===== src/hdl/srp_pkg.sv =====
// srp_pkg: shared types and constants for the star rotate and project block
// no dependencies; imported by every module of the block

package srp_pkg;

  localparam int ANGLE_W    = 16;  // q2.14 cosine and sine
  localparam int CENTER_W   = 12;  // screen centre registers
  localparam int DEPTH_W    = 8;   // depth, speed and shade
  localparam int INDEX_W    = 8;   // star index field
  localparam int SCREEN_W   = 16;  // saturated screen coordinates
  localparam int DIST_W     = 9;   // distance 1..256
  localparam int FRAC_SHIFT = 6;   // 16384 / 256 taken as a shift of the dividend
  localparam int CFG_IDX_W  = 2;
  localparam int CFG_DATA_W = 16;

  localparam logic [DIST_W-1:0] LENS_DEPTH = 9'd256;

  // register indexes of the configuration port
  localparam logic [CFG_IDX_W-1:0] CFG_COS      = 2'd0;
  localparam logic [CFG_IDX_W-1:0] CFG_SIN      = 2'd1;
  localparam logic [CFG_IDX_W-1:0] CFG_CENTER_X = 2'd2;
  localparam logic [CFG_IDX_W-1:0] CFG_CENTER_Y = 2'd3;

  // word kinds
  localparam logic KIND_LOAD    = 1'b0;
  localparam logic KIND_ADVANCE = 1'b1;

  // controller to datapath
  typedef struct packed {
    logic load_we;    // write a loaded star into the table
    logic fetch;      // read the addressed star entry
    logic mul;        // new depth, write back, rotation products
    logic sum;        // rotated sums, magnitudes and signs
    logic div_start;  // load both dividers
    logic out_load;   // fill the output register
  } srp_cmd_t;

  // datapath to controller
  typedef struct packed {
    logic in_range;   // star index below the table size
    logic is_advance; // input word is an advance
    logic div_done;   // quotients ready
    logic out_full;   // output register holds a word that is not taken
  } srp_stat_t;

endpackage


===== src/hdl/srp_ctrl.sv =====
// srp_ctrl: sequencer for load and advance words
// depends on srp_pkg for the command and status structs

module srp_ctrl import srp_pkg::*; (
  input  logic      clk,
  input  logic      rst,
  input  logic      in_valid,
  output logic      in_ready,
  input  srp_stat_t stat,
  output srp_cmd_t  cmd
);

  typedef enum logic [2:0] {
    S_IDLE,
    S_MUL,
    S_SUM,
    S_DIVGO,
    S_DIV,
    S_FIN
  } state_t;

  state_t state;
  state_t state_next;
  logic   accept;

  always_comb begin
    in_ready   = (state == S_IDLE);
    accept     = in_valid & in_ready;
    cmd        = '0;
    state_next = state;
    unique case (state)
      S_IDLE: begin
        cmd.load_we = accept & stat.in_range & ~stat.is_advance;
        cmd.fetch   = accept & stat.in_range & stat.is_advance;
        if (cmd.fetch) begin
          state_next = S_MUL;
        end
      end
      S_MUL: begin
        cmd.mul    = 1'b1;
        state_next = S_SUM;
      end
      S_SUM: begin
        cmd.sum    = 1'b1;
        state_next = S_DIVGO;
      end
      S_DIVGO: begin
        cmd.div_start = 1'b1;
        state_next    = S_DIV;
      end
      S_DIV: begin
        if (stat.div_done) begin
          state_next = S_FIN;
        end
      end
      S_FIN: begin
        if (!stat.out_full) begin
          cmd.out_load = 1'b1;
          state_next   = S_IDLE;
        end
      end
      default: state_next = S_IDLE;
    endcase
  end

  always_ff @(posedge clk) begin
    if (rst) begin
      state <= S_IDLE;
    end else begin
      state <= state_next;
    end
  end

endmodule


===== config.mk =====
export PLATFORM = sky130hd
export DESIGN_NAME = srp_ctrl
export DESIGN_NICKNAME = d
export VERILOG_FILES = /design/src/hdl/srp_pkg.sv /design/src/hdl/srp_ctrl.sv
export SDC_FILE = /design/constraint.sdc
export NUM_CORES = 1
export LEC_CHECK = 0
export ABC_AREA = 1
export BUFFER_PORTS_ARGS = -buffer_cell sky130_fd_sc_hd__buf_2
export CORE_AREA = 2 2 39 41
export DETAILED_ROUTE_END_ITERATION = 7
export DIE_AREA = 0 0 41 43
export HOLD_SLACK_MARGIN = 0.1
export PLACE_DENSITY = 0.47
export SLEW_MARGIN = 5
export SYNTH_ARGS = -nofsm -noshare
export SYNTH_HDL_FRONTEND = slang
export SYNTH_SLANG_ARGS = --single-unit

===== constraint.sdc =====
create_clock -name clk -period 1.26 [get_ports clk]
set_clock_uncertainty 0.15 [all_clocks]
set_input_delay 0 -clock clk [delete_from_list [all_inputs] [get_ports clk]]
set_output_delay 0 -clock clk [all_outputs]
set_load 0.05 [all_outputs]

# After elaboration in Yosys (flattened, before gate mapping)
# Cells that the tools add are included.
[totals]
regBits = 3
output_inout_bits = 7
word_cells = 26
[classes]
n_eq_ne = 8
muxes = 10
bitwise = 5
n_reduce_logical = 2
[op_table]
columns = ["cell", "count"]
rows = [
  ["$pmux W3 S6", 1],
  ["$mux W3", 3],
  ["$eq A3 B2 Y1 const B", 2],
  ["$eq A3 B3 Y1 const B", 2],
  ["$mux W1", 5],
  ["$and A1 B1 Y1", 4],
  ["$ne A2 B2 Y1 const B", 2],
  ["$eq A3 B1 Y1 const B", 1],
  ["$logic_not A3 Y1", 1],
  ["$reduce_and A3 Y1", 1],
  ["$mux W2", 1],
  ["$ne A2 B1 Y1 const B", 1],
  ["$not A1 Y1", 1],
]

# Longest topological paths before layout
[logic_depth]
ltp_word = 6
mapped_depth = 7

# Worst setup path after synthesis
# Ideal clock, no wire load.
[synth_path]
path_kind = "register to output"
startpoint = "register state[0]"
endpoint = "output cmd[0] (netlist bit)"
arrival_time_ns = 1.974
t_required_ns = 1.110
setup_slack_ns = -0.864
path_stages_with_launch = 3
n_path_buf = 0
path_cell_list = "dfxtp_1 inv_2 nor4_1"
[synth_lines]
columns = ["element", "line_no", "text"]
rows = [
  ["from (decl)", "srp_ctrl.sv:22", "state_t state;"],
  ["from (signal assigned)", "srp_ctrl.sv:70", "state <= state_next;"],
  ["to (decl)", "srp_ctrl.sv:10", "output srp_cmd_t cmd"],
]

==> flow_summary_export.csv <==
group,metric,value,unit
place,dp_slack,48.7,ps
floorplanning,start_util,16.5,%
layout,syn_to_final_growth,124,%
worst_setup_path,cp_slowest_cell,"dfxtp_4",
timing,tightestPinTransition,246,ps
power_and_ir_drop,netSwitchingPower,0.667,mW
floorplanning,die_w,41,um
yosys,synth_top_area_share,26.2,%
outcome,violations,"negative setup slack",
timing,report.final.slew_viol_count,0,
clock_network,clockRootBuffer,"clkbuf_4",
layout,diodes,0,
layout,layout_common_cells,"7 x nand2_1, 7 x buf_2, 6 x buf_4",
worst_setup_path,path_max_fanout,5,
worst_setup_path,ff2ff_setup_slack,50,ps
yosys,yosysUniqueCellTypes,15,
place,placed_cells,71,
worst_setup_path,crit_start,"state[1]$_SDFFE_PP0P_",
drt,drt-pass1-iter-count,4,
floorplanning,io_pins,14,
clock_network,cts_max_path_buffers,2,
worst_setup_path,setup.worst_path.start_class,"flop",
timing,rsz0062_at_grt,"yes",
timing,slew_headroom,83.7,%
worst_setup_path,rr_startpoint,"state[1]$_SDFFE_PP0P_",
timing,finalSetupViolCount,5,
layout,regArea,68.8,um^2
yosys,synth_largest_area_cell,"dfxtp_1",
worst_setup_path,required,1110,ps
power_and_ir_drop,power_frac_comb,69.3,%
power_and_ir_drop,clockPowerShare,13.3,%
worst_setup_path,worstSetupEndpointType,"output pin",
grt,grt_max_degree,7,
timing,timing.final.crit_share,104,%
clock_network,clk_pin_slew,30,ps
timing,clock.fmax,767,MHz
worst_setup_path,path_cells,"inv_4 -> nand2_4 -> nor2_4 -> nand2_4 -> nor2_4 -> buf_8",
worst_setup_path,crit_type,"reg -> out",
clock_network,clk_latency,230,ps
worst_setup_path,timing.critical_path.to,"cmd[4]",
clock_network,cts_sinks,3,
worst_hold_path,hold_depth,6,
drt,drtIter0Drc,3,
clock_network,cts-htree-levels,1,
layout,reg.largest.list,"state x3",
layout,drive_gt1_share,58.5,%
yosys,synthesis.nets,47,
drt,antenna_left,0,
clock_network,cts_tree,"built",
power_and_ir_drop,finalPower,1.24,mW
yosys,syn_area,229,um^2
layout,top_register,"state",
floorplanning,rows,14,
grt,grt_usage,9.94,%
drt,vias,361,
layout,largest_reg_flops,3,
yosys,syn_inst,40,
place,port_buffers,13,
grt,grt_pass1_vias,326,
drt,post_drt_wl_per_cell,9.59,um
yosys,yosys_register_bits,3,
power_and_ir_drop,leakagePower,0.255,nW
layout,finalNetCount,73,
place,gp_congestion,0.730,
run,drv_cap,0,
yosys,synth.area.top_cells,"dfxtp_1 26%, nand2_1 13%, inv_1 9.8%",
drt,vias_per_cell,4.46,
worst_setup_path,r2r_cells,7,
timing,setup_tns,-133,ps
grt,antenna_found_initial,0,
layout,fill_cells,161,
layout,multiInputGateArea,194,um^2
drt,drc_errors,0,
power_and_ir_drop,p_int,0.577,mW
outcome,status,"finished with violations",
worst_setup_path,rr_endpoint,"state[0]$_SDFFE_PP0P_",
timing,hold_violations,0,
worst_setup_path,arrival,1150,ps
yosys,seq_area_frac_synth,26.2,%
grt,overflow,0,
grt,grt_pass1_wl,1150,um
floorplanning,core_area,1380,um^2
worst_setup_path,slowest_delay,360,ps
power_and_ir_drop,p_per_area,2430,nW/um^2
place,hpwlAfterDp,550,um
timing,period_minus_slack,1300,ps
power_and_ir_drop,p_seq_share,17.3,%
timing,worst_slack,-44.1,ps
layout,instances_no_fill,81,
drt,wl,777,um
yosys,synth_area_per_cell,5.72,um^2
timing,hold_ws,123,ps
floorplanning,dieArea,1760,um^2
worst_hold_path,hold_class,"in -> reg",
power_and_ir_drop,ir_drop,873,uV
power_and_ir_drop,switching_share,53.6,%
floorplanning,chipHeight,43,um
yosys,yosys_warnings,0,
clock_network,numCtsBuffers,3,
-- synthesized netlist by cell type --
library cell and number:
nand2_2 1, a21oi_1 2, o21ai_0 2, nand4_1 1
inv_1 6, nor2_2 2, o21ai_2 1, nand3_1 2
nand2_1 8, nor3_1 3, nor4_1 1, o21ai_1 1
dfxtp_1 3, inv_2 3, nor2_1 4
-- kinds of logic after synthesis --
logic type	Yosys count	synth area share, %
flip-flops	3	26.2
buffers and inverters	9	14.8
AND/OR/NAND/NOR	22	44.3
AO/OA/AOI/OAI	6	14.8
-- final cells by class --
| class | count | share of cell area [%] |
|---|---|---|
| Clock buffer | 4 | 5.12 |
| Inverter | 9 | 7.56 |
| Multi-Input combinational cell | 28 | 37.8 |
| Tap cell | 16 | 3.90 |
| Sequential cell | 3 | 13.4 |
| Timing Repair Buffer | 21 | 32.2 |
-- worst max-delay path: cells and delay by family (launching register included) --
family / cells / cell delay (ps)
flops: 1 / 360
simple gates: 4 / 340
buf+inv: 2 / 220
-- metal layers --
layer / vias to the layer above / GRT usage (%) / wire length (um)
li1: 177 / - / -
met4: 0 / 7.33 / 0
met1: 170 / 7.40 / 279
met2: 14 / 17.2 / 436
met5: - / 0 / 0
met3: 0 / 5.24 / 61
-- per-stage QoR --
step	utilization [%]	instance area (um^2)
finish	37.1	513
global route	37.1	513
CTS	36.0	498
detailed placement	27.5	380
global placement	27.5	380
floorplan	-	280
-- power by group through the flow --
stage,Sequential [mW],Combinational (mW),Clock (mW)
2_1_floorplan,0.209,0.548,0
3_3_place_gp,0.223,0.712,0
3_5_place_dp,0.224,0.704,0
4_1_cts,0.215,0.822,0.175
5_1_grt,0.221,0.928,0.181
6_report,0.216,0.863,0.166
-- worst min path at each step --
| stage | start | to | slack, ps |
|---|---|---|---|
| 2_1_floorplan | stat[2] | cmd[5] | -90 |
| 3_3_place_gp | rst | state[1]$_SDFFE_PP0P_ | 40 |
| 3_5_place_dp | rst | state[1]$_SDFFE_PP0P_ | 40 |
| 4_1_cts | stat[0] | state[2]$_SDFFE_PP0P_ | 110 |
| 5_1_grt | stat[0] | state[2]$_SDFFE_PP0P_ | 170 |
| 6_report | stat[0] | state[0]$_SDFFE_PP0P_ | 120 |
-- repair_timing --
action                                 4_1_cts  5_1_grt
resized for setup                           11        6
pin swaps                                    3        3
setup endpoints to repair                    6        8
setup buffers                                2        0
endpoints found under the hold margin        3        0
hold buffers                                 4        0
Power figures use the tool's default switching activity.
